`src/hw/rtl/dedup_request_queue_top_macros.svh`:
```
`ifndef DEDUP_REQUEST_QUEUE_TOP_MACROS_SVH
`define DEDUP_REQUEST_QUEUE_TOP_MACROS_SVH

// Same-cycle implication, checked on the rising edge of clk outside reset.
`define DQR_ASSERT_IMPL(name, ante, cons, msg) \
  name: assert property (@(posedge clk) disable iff (rst) (ante) |-> (cons)) \
    else $error(msg);

// Next-cycle implication, checked on the rising edge of clk outside reset.
`define DQR_ASSERT_NEXT(name, ante, cons, msg) \
  name: assert property (@(posedge clk) disable iff (rst) (ante) |=> (cons)) \
    else $error(msg);

`endif

```
`src/hw/rtl/dqr_pkg.sv`:
```
package dqr_pkg;

  localparam int DEPTH      = 16;
  localparam int VALUE_BITS = 8;

  localparam int IDX_W   = $clog2(DEPTH);
  localparam int CNT_W   = $clog2(DEPTH + 1);
  localparam int ENTRY_W = 2 * VALUE_BITS;

  typedef enum logic [1:0] {
    MODE_PUSH,
    MODE_POP,
    MODE_REMOVE,
    MODE_NONE
  } mode_t;

  typedef enum logic [2:0] {
    STAT_OK,
    STAT_DUP,
    STAT_FULL,
    STAT_EMPTY,
    STAT_NOTFOUND
  } status_t;

  typedef struct packed {
    logic [1:0] mode;
    logic [7:0] start_req;
    logic [7:0] destination;
  } cmd_t;

  typedef struct packed {
    status_t    status;
    logic       head_valid;
    logic [7:0] head_start;
    logic [7:0] head_destination;
    logic [4:0] count;
  } result_t;

  typedef struct packed {
    logic               we;
    logic [IDX_W-1:0]   waddr;
    logic [ENTRY_W-1:0] wdata;
    logic [IDX_W-1:0]   raddr;
  } ram_req_t;

endpackage

```
`src/hw/rtl/dqr_ram.sv`:
```
module dqr_ram #(
  parameter int DATA_W = 16,
  parameter int DEPTH_W = 4
) (
  input  logic              clk,
  input  logic              we,
  input  logic [DEPTH_W-1:0] waddr,
  input  logic [DATA_W-1:0] wdata,
  input  logic [DEPTH_W-1:0] raddr,
  output logic [DATA_W-1:0] rdata
);

  logic [DATA_W-1:0] mem [2**DEPTH_W];

  always_ff @(posedge clk) begin
    if (we) begin
      mem[waddr] <= wdata;
    end
    rdata <= mem[raddr];
  end

endmodule

```
`src/hw/rtl/dqr_ctrl.sv`:
```
module dqr_ctrl
  import dqr_pkg::*;
(
  input  logic               clk,
  input  logic               rst,
  input  logic               in_valid,
  output logic               in_ready,
  input  cmd_t               cmd,
  output logic               res_valid,
  output result_t            res,
  input  logic               res_take,
  output ram_req_t           ram_req,
  input  logic [ENTRY_W-1:0] ram_rdata
);

  typedef enum logic [1:0] {
    S_IDLE,
    S_SCAN,
    S_SHIFT,
    S_DONE
  } state_t;

  state_t             state;
  mode_t              mode;
  status_t            status;
  logic [ENTRY_W-1:0] key;
  logic [ENTRY_W-1:0] head;
  logic [IDX_W-1:0]   idx;
  logic [CNT_W-1:0]   occ;

  mode_t              cmd_mode;
  logic [ENTRY_W-1:0] key_in;
  logic [CNT_W-1:0]   occ_m1;
  logic [CNT_W-1:0]   idx_ext;
  logic               hit;
  logic               at_last;
  logic               shift_last;
  logic               full;

  assign cmd_mode   = mode_t'(cmd.mode);
  assign key_in     = {VALUE_BITS'(cmd.start_req), VALUE_BITS'(cmd.destination)};
  assign occ_m1     = occ - CNT_W'(1);
  assign idx_ext    = CNT_W'(idx);
  assign hit        = (ram_rdata == key);
  assign at_last    = (idx_ext == occ_m1);
  assign shift_last = ((idx_ext + CNT_W'(1)) == occ_m1);
  assign full       = (occ == CNT_W'(DEPTH));

  assign in_ready  = (state == S_IDLE);
  assign res_valid = (state == S_DONE);

  always_comb begin
    res.status           = status;
    res.head_valid       = (occ != '0);
    res.head_start       = (occ != '0) ? 8'(head[ENTRY_W-1:VALUE_BITS]) : 8'd0;
    res.head_destination = (occ != '0) ? 8'(head[VALUE_BITS-1:0]) : 8'd0;
    res.count            = 5'(occ);
  end

  always_comb begin
    ram_req.we    = 1'b0;
    ram_req.waddr = idx;
    ram_req.wdata = key;
    ram_req.raddr = idx + IDX_W'(1);
    case (state)
      S_IDLE: begin
        ram_req.raddr = (cmd_mode == MODE_POP) ? IDX_W'(1) : '0;
        ram_req.wdata = key_in;
        ram_req.waddr = '0;
        ram_req.we    = in_valid && (cmd_mode == MODE_PUSH) && (occ == '0);
      end
      S_SCAN: begin
        ram_req.waddr = IDX_W'(occ);
        ram_req.we    = !hit && at_last && (mode == MODE_PUSH) && !full;
      end
      S_SHIFT: begin
        ram_req.raddr = idx + IDX_W'(2);
        ram_req.wdata = ram_rdata;
        ram_req.we    = 1'b1;
      end
      default: begin
        ram_req.we = 1'b0;
      end
    endcase
  end

  always_ff @(posedge clk) begin
    if (rst) begin
      state <= S_IDLE;
      occ   <= '0;
    end else begin
      case (state)
        S_IDLE: begin
          if (in_valid) begin
            mode   <= cmd_mode;
            key    <= key_in;
            idx    <= '0;
            status <= STAT_OK;
            case (cmd_mode)
              MODE_PUSH: begin
                if (occ == '0) begin
                  occ   <= CNT_W'(1);
                  head  <= key_in;
                  state <= S_DONE;
                end else begin
                  state <= S_SCAN;
                end
              end
              MODE_POP: begin
                if (occ == '0) begin
                  status <= STAT_EMPTY;
                  state  <= S_DONE;
                end else if (occ == CNT_W'(1)) begin
                  occ   <= '0;
                  state <= S_DONE;
                end else begin
                  state <= S_SHIFT;
                end
              end
              MODE_REMOVE: begin
                if (occ == '0) begin
                  status <= STAT_EMPTY;
                  state  <= S_DONE;
                end else begin
                  state <= S_SCAN;
                end
              end
              default: begin
                state <= S_DONE;
              end
            endcase
          end
        end
        S_SCAN: begin
          if (hit) begin
            if (mode == MODE_PUSH) begin
              status <= STAT_DUP;
              state  <= S_DONE;
            end else if (at_last) begin
              occ   <= occ_m1;
              state <= S_DONE;
            end else begin
              state <= S_SHIFT;
            end
          end else if (at_last) begin
            if (mode == MODE_PUSH) begin
              if (full) begin
                status <= STAT_FULL;
              end else begin
                occ <= occ + CNT_W'(1);
              end
            end else begin
              status <= STAT_NOTFOUND;
            end
            state <= S_DONE;
          end else begin
            idx <= idx + IDX_W'(1);
          end
        end
        S_SHIFT: begin
          if (idx == '0) begin
            head <= ram_rdata;
          end
          if (shift_last) begin
            occ   <= occ_m1;
            state <= S_DONE;
          end else begin
            idx <= idx + IDX_W'(1);
          end
        end
        S_DONE: begin
          if (res_take) begin
            state <= S_IDLE;
          end
        end
        default: begin
          state <= S_IDLE;
        end
      endcase
    end
  end

endmodule

```
`src/hw/rtl/dedup_request_queue_top.sv`:
```
// Mode 3, pop or remove on an empty queue, push on an empty queue and pop of the last
// entry go straight from idle to the done state; other requests pass through the scan
// state, the shift state or both, as a search reads one entry per cycle and a pop or
// removal shifts the tail. A finished result waits in the done state until the output
// register is free; the next request is accepted only once the result has moved there.
// Reset: synchronous active-high rst empties the queue; entry storage is not cleared.
`include "dedup_request_queue_top_macros.svh"

module dedup_request_queue_top
  import dqr_pkg::*;
(
  input  logic        clk,
  input  logic        rst,
  input  logic        s_tvalid,
  output logic        s_tready,
  input  logic [23:0] s_tdata,   // mode[1:0], start_req[9:2], destination[17:10]
  output logic        m_tvalid,
  input  logic        m_tready,
  output logic [31:0] m_tdata    // status[2:0], head_valid[3], head_start[11:4],
                                 // head_destination[19:12], count[24:20]
);

  cmd_t               cmd;
  result_t            res;
  result_t            out_res;
  logic               res_valid;
  logic               res_take;
  ram_req_t           ram_req;
  logic [ENTRY_W-1:0] ram_rdata;
  logic               out_empty;
  logic               out_dup;

  assign cmd.mode        = s_tdata[1:0];
  assign cmd.start_req   = s_tdata[9:2];
  assign cmd.destination = s_tdata[17:10];

  assign res_take = res_valid && (!m_tvalid || m_tready);

  dqr_ctrl u_ctrl (
    .clk       (clk),
    .rst       (rst),
    .in_valid  (s_tvalid),
    .in_ready  (s_tready),
    .cmd       (cmd),
    .res_valid (res_valid),
    .res       (res),
    .res_take  (res_take),
    .ram_req   (ram_req),
    .ram_rdata (ram_rdata)
  );

  dqr_ram #(
    .DATA_W  (ENTRY_W),
    .DEPTH_W (IDX_W)
  ) u_ram (
    .clk   (clk),
    .we    (ram_req.we),
    .waddr (ram_req.waddr),
    .wdata (ram_req.wdata),
    .raddr (ram_req.raddr),
    .rdata (ram_rdata)
  );

  always_ff @(posedge clk) begin
    if (rst) begin
      m_tvalid <= 1'b0;
    end else if (res_take) begin
      m_tvalid <= 1'b1;
    end else if (m_tready) begin
      m_tvalid <= 1'b0;
    end
    if (res_take) begin
      out_res <= res;
    end
  end

  assign m_tdata = {7'd0, out_res.count, out_res.head_destination, out_res.head_start,
                    out_res.head_valid, out_res.status};

  assign out_empty = m_tvalid && (out_res.status == STAT_EMPTY);
  assign out_dup   = m_tvalid && (out_res.status == STAT_DUP);

  `DQR_ASSERT_NEXT(a_busy_after_accept, s_tvalid && s_tready, !s_tready, "busy after accept")
  `DQR_ASSERT_IMPL(a_empty_no_head, out_empty, !out_res.head_valid, "empty status with head")
  `DQR_ASSERT_IMPL(a_dup_has_head, out_dup, out_res.head_valid, "duplicate on empty queue")

endmodule
```
`config.mk`:
```
export PLATFORM = sky130hd
export DESIGN_NAME = dedup_request_queue_top
export DESIGN_NICKNAME = d
export VERILOG_FILES = /design/src/hw/rtl/dqr_pkg.sv /design/src/hw/rtl/dqr_ram.sv /design/src/hw/rtl/dqr_ctrl.sv /design/src/hw/rtl/dedup_request_queue_top.sv
export VERILOG_INCLUDE_DIRS = /design/src /design/src/hw/rtl
export SDC_FILE = /design/constraint.sdc
export NUM_CORES = 1
export LEC_CHECK = 0
export BUFFER_PORTS_ARGS = -buffer_cell sky130_fd_sc_hd__buf_2
export CELL_PAD_IN_SITES_DETAIL_PLACEMENT = 1
export CELL_PAD_IN_SITES_GLOBAL_PLACEMENT = 1
export CORE_ASPECT_RATIO = 0.8
export CORE_MARGIN = 2
export CORE_UTILIZATION = 45
export CTS_BUF_LIST = sky130_fd_sc_hd__clkbuf_8
export CTS_CLUSTER_DIAMETER = 50
export DETAILED_ROUTE_END_ITERATION = 10
export PLACE_DENSITY_LB_ADDON = 0.1
export SYNTH_ARGS = -nofsm -noshare
export SYNTH_HDL_FRONTEND = slang
export SYNTH_SLANG_ARGS = --single-unit
```
`constraint.sdc`:
```
create_clock -name clk -period 11.58 [get_ports clk]
set_clock_uncertainty 0.1 [all_clocks]
set_input_delay 2.895 -clock clk [delete_from_list [all_inputs] [get_ports clk]]
set_output_delay 2.895 -clock clk [all_outputs]
set_load 0.01 [all_outputs]
```
Yosys cells after proc, flatten, opt, wreduce, memory -nomap -nowiden
Memories as Yosys holds them, arrays and structs flattened. A register that Yosys moved wholly into a read port is not among the register bits.
Index checks and enable logic that the tools add are counted.
- input bits: 28
- latch bits: 0
- output and inout bits: 34
- register bits after elaboration: 74
- memory bits (read-only): 0
- memories: 1
- memory bits (writable): 256
- memory list (name ; depth ; width ; rd ports ; clocked after memory_dff ; write ports ; line ; text):
    u_ram.mem ; 16 ; 16 ; 1 ; 1 ; 1 ; dqr_ram.sv:13 ; logic [DATA_W-1:0] mem [2**DEPTH_W];
- order comparisons: 0
- multiply operators: 0
- bitwise gates (word level): 1
- eq/ne operators: 30
- $add $sub $neg: 5
- shift-type cells: 0
- reduce and logical (&&, ||, !) cells: 28
- divide/modulo/power cells: 0
- multiplexer cells: 52
- operators by type and width (operator ; count):
    16-bit 2-to-1 mux ; 4
    5-bit 2-to-1 mux ; 11
    20-bit case mux with 2 select lines ; 1
    16-bit case mux with 2 select lines ; 1
    3-bit 2-to-1 mux ; 7
    2-bit 2-to-1 mux ; 9
    6-bit AND reduction ; 3
    16-bit equality test ; 1
    4-bit 2-to-1 mux ; 4
    3-bit inequality test (second input constant) ; 5
    5-bit case mux with 3 select lines ; 1
    2-bit by 1-bit inequality test with 1-bit output (second input constant) ; 6
    4-bit case mux with 3 select lines ; 1
    11-bit AND reduction ; 1
    5-bit case mux with 2 select lines ; 1
    3-bit by 1-bit inequality test with 1-bit output (second input constant) ; 3
    2-bit inequality test (second input constant) ; 4
    2-bit case mux with 4 select lines ; 1
    4-bit case mux with 2 select lines ; 1
    1-bit 2-to-1 mux ; 7
    2-bit equality test (second input constant) ; 3
    1-bit logical AND ; 6
    2-bit logical NOT ; 3
    3-bit case mux with 2 select lines ; 1
    25 further kinds ; 31

Depth between registers and ports, before layout
- depth in word-level cells: 8
- depth in mapped cells: 12

Modules after synthesis
Synthesis repeated with hierarchy kept, for this count alone.
- cells, all modules: 811
- area, all modules: 14199.9 µm²
- by module, submodules not included (module ; cells each ; instances ; area each (µm²)):
    dqr_ram ; 432 ; 1 ; 10042.1
    dqr_ctrl ; 341 ; 1 ; 3295.7
    dedup_request_queue_top ; 38 ; 1 ; 862.1

Worst setup path after synthesis
Ideal clock, no wire load.
- kind: input to register
- start: input port s_tdata[0]
- end: register u_ctrl.head[0], enable pin
- setup slack: 5.077 ns
- cell stages on the path: 4
- path buffers: 0
- arrival: 5.925 ns
- cell sequence: inv_1 ha_1 nand3_1 a2111oi_0
- word-level cells in the longest chain between the ends: 3
- ends and longest elaborated chain (element ; line ; text):
    start, declared ; dedup_request_queue_top.sv:16 ; input logic [23:0] s_tdata,
    2-bit logical NOT ; dqr_ctrl.sv:99 ; case (cmd_mode)
    2-bit by 1-bit inequality test with 1-bit output (no line) ; - ;
    6-bit AND reduction (no line) ; - ;
    end signal, assigned ; dqr_ctrl.sv:103 ; head <= key_in;
    end signal, assigned ; dqr_ctrl.sv:162 ; head <= ram_rdata;
    end, declared ; dqr_ctrl.sv:27 ; logic [ENTRY_W-1:0] head;
Every way passes these cells.
A chain may end at the register's enable or synchronous reset.

Worst setup path in the final report
- start: input port s_tdata[1]
- end: register u_ram.rdata[4], read port of u_ram.mem
- word-level cells in the longest chain between the ends: 3
- ends and longest elaborated chain (element ; line ; text):
    2-bit by 1-bit equality test with 1-bit output ; dqr_ctrl.sv:67 ; ram_req.raddr = (cmd_mode == MODE_POP) ? IDX_W'(1) : '0;
    1-bit 2-to-1 mux ; dqr_ctrl.sv:67 ;
    20-bit case mux with 2 select lines ; dqr_ctrl.sv:65 ; case (state)
    end, declared ; dqr_ram.sv:10 ; output logic [DATA_W-1:0] rdata
Every way passes these cells.

==> key figures <==
Detailed routing
  – First-pass DRT Iterations: 5
  – DR DRC count: 0
  – Vias: approximately 9,100
  – Final WL: 37,400 µm
  – Vias per inst: 5.58
  – Initial DRC count: 560
  – WL/cell: 22.8 µm
  – Final antenna-violating net count: 0

Clock tree
  – Num CTS Buffers: 56
  – CTS root buffer: clkbuf_8
  – Worst-path clk slew: 0.06 ns
  – CTS H-tree lvls: 2
  – Clk buf depth: 3
  – TritonCTS clock tree: yes
  – Later-pin clock latency in the skew report: 0.63 ns
  – Post-cts sizing count: 0
  – Hold_buf cts: 0
  – CTS sink cnt: 346
  – Post-CTS Setup Bufs: 0

Worst setup path
  – Data required, critical path: 12.00 ns
  – RR Startpoint: u_ctrl.occ[1]
  – Max incr delay on CP: ~0.77 ns
  – Crit-path slowest cell: buf_4
  – FF-to-FF End: u_ram.mem[14][4]
  – Kind of end point of the critical path: register
  – Setup CP Type: primary input to register
  – Worst reg-to-reg path cell count: 10
  – Setup crit start: s_tdata[1]
  – CP Data Arrival Time: around 6.0 ns
  – CP Cell Sequence: buf_2, inv_1, ha_1, nand2_1, o211ai_1, buf_4, buf_4, and2_1, a211oi_1, a311oi_1, a31oi_1, a21oi_1
  – CP Launch Type: primary input
  – CP Max Fanout: 88
  – Worst path most repeated cell: buf_4
  – Setup slack, reg-to-reg: roughly 7.5 ns

Power
  – Clk pwr share: 0.230
  – Sw Share: 0.382
  – Net Switching: approximately 1.6 mW
  – Worst IR Drop VDD: 161 µV
  – Logic gate share of total power: 0.347
  – Lkg Pwr: 5.56 nW
  – Design Power: 4.17 mW
  – Seq pwr share: 0.424
  – Pwr/cell area: approximately 250 mW/mm²
  – Pint: ~2.6 mW

STA
  – Min Tclk post-route: 5.55 ns
  – Worst-Margin Slew: 0.993 ns
  – Final Hold Fails: 0
  – Fmax: about 0.18 GHz
  – Final worst-path cycle share: 0.479
  – Setup TNS: 0 ns
  – Slew headroom: 0.338
  – Final setup viols: 0
  – Hold WS: 0.328 ns
  – RSZ-0062 raised after global routing: no
  – Final Max Slew Viols: 0

Die
  – Core area: 0.0323 mm²
  – Initial core utilization: 0.453
  – # IOs: 62
  – Die height: roughly 170 µm
  – Row count: 59
  – Chip width: approximately 200 µm
  – Die footprint: 0.0339 mm²

Global route
  – Largest net degree at the start of global routing: 89
  – Initial antenna violation count: 0
  – First-pass GRT wire length: 56,400 µm
  – GRT Overall Usage: 0.224
  – Vias in the first global route: roughly 9,300
  – Gr ovfl total: 0

Finish
  – Layout area overhead: 12.0%
  – Fill count: roughly 3,300
  – Commonest non-fill, non-tap cell in the layout: edfxtp_1
  – Final Net Count: 1,210
  – Area of the multi-input gates: ~0.0042 mm²
  – Sequential cell area: 0.0101 mm²
  – ANT cells: 0
  – Share of post-route cells with drive strength above 1: 0.162
  – Leading cell types in the layout, fill and taps excluded: 322 x edfxtp_1, 208 x nand2_1, 65 x a211oi_1

Synthesis
  – Area contributors post-synth: edfxtp_1 66%, nand2_1 5.3%, a211oi_1 3.3%, dfxtp_1 3.3%, and2_1 2.2%
  – Ys flop type: edfxtp_1
  – Syn avg cell area: ~13 µm²
  – Yosys reg bits: 346
  – Gate Count Post-Synth: 1,109
  – Register area share after synthesis: 0.694
  – Yosys top cell by area: edfxtp_1
  – Ys async rst share: 0
  – Mapped cell area: 0.0146 mm²
  – Post-synth cell types: 57
  – Synth top area share: 0.662
  – EDFF count, synth: 322
  – Yosys warns: 0

Worst hold path
  – Worst Hold Endpoint: m_tdata[0]
  – Min-delay worst type: register to register
  – Worst hold start: u_ctrl.status[0]
  – WHS Path Cells: 0

Place
  – Routability-driven placement congestion ratio: approximately 0.79
  – Hpwl dp: 21,000 µm
  – I/O Buffers: 48

Flow run
  – Max cap viols: 0

Run status
  – Status: finished, final reports clean
-- through the flow --
| step | cells | area (µm²) | setup WS [ns] | util |
|---|---|---|---|---|
| finish | 1639 | 16400 | 6.03 | 0.507 |
| global route | 1639 | 16400 | 5.84 | 0.507 |
| CTS | 1639 | 16400 | 6.03 | 0.507 |
| detailed placement | 1537 | 15400 | 5.35 | 0.476 |
| global placement | 1537 | 15400 | 5.42 | 0.476 |
| floorplan | 1115 | 14600 | 5.08 | - |
-- critical path, delay by kind of cell --
family	cells	cell delay (ns)
buf+inv	4	1.40
compound gates	5	0.88
fa+ha+maj	1	0.32
simple gates	2	0.34
-- state kept, by name, summed over array words and instances (netlist names) --
name           flops
u_ctrl.key        16
m_tdata           25
u_ctrl.state       2
u_ram.rdata       16
u_ram.mem        256
u_ctrl.status      3
u_ctrl.occ         5
u_ctrl.idx         4
u_ctrl.mode        2
u_ctrl.head       16
m_tvalid           1
-- metal layers --
metal  global-route usage  up-vias  routed length, µm
met4               0.0572        0                575
met1                0.324     4647              17800
li1                     -     4264                  -
met5                    0        -                  0
met3               0.0349       53               1510
met2                0.355      178              17600
-- kinds of logic (layout without fill, tap and decap cells) --
group           Yosys count  count (layout)  share of synthesized area
other cells               1               7                   0.000257
compound gates          211             211                      0.104
fa+ha+maj                14              14                     0.0120
xor+xnor                 31              31                     0.0195
buf+inv                  95             192                     0.0280
mux                      21              21                     0.0158
flops                   346             346                      0.694
simple gates            390             390                      0.126
-- area by class of cell --
| type | instances | area share |
|---|---|---|
| sequential | 346 | 0.620 |
| multi-input combinational | 674 | 0.254 |
| tap | 427 | 0.0326 |
| clock inverter | 44 | 0.0128 |
| inverter | 12 | 0.00275 |
| timing repair buffer | 78 | 0.0284 |
| clock buffer | 58 | 0.0488 |
-- power by group through the flow --
stage,Clock (mW),Combinational (mW),Sequential (mW)
floorplan,0,1.01,1.75
detailed placement,0,1.45,1.79
global route,1.03,1.60,1.78
finish,0.958,1.45,1.77
CTS,0.985,1.46,1.77
global placement,0,1.42,1.79
-- worst max path at each step --
stage,end,slack [ns],depth (start not counted)
2_1_floorplan,u_ctrl.head[0],5.08,4
3_3_place_gp,u_ram.rdata[4],5.42,12
3_5_place_dp,u_ram.rdata[7],5.35,12
4_1_cts,u_ram.rdata[7],6.03,12
5_1_grt,u_ram.rdata[7],5.84,12
6_report,u_ram.rdata[4],6.03,12
-- Yosys cell counts (all sizes together) (3+ instances only) --
cell      n
ha       14
inv      12
a21oi    25
nand3b   16
nor4      7
a22oi    19
nand3    29
nor3      4
nor2b    19
or2       3
o22ai     4
o211ai    6
o31ai     4
o21ai     7
nor2     39
xor2     22
nand2b    4
edfxtp  322
mux2i     4
mux2     17
nand2   208
buf      33
a311oi   33
a31oi    34
dfxtp    24
a211oi   65
and2     51
clkbuf   50
xnor2     8
No activity file was read; power rests on OpenSTA's default activity.
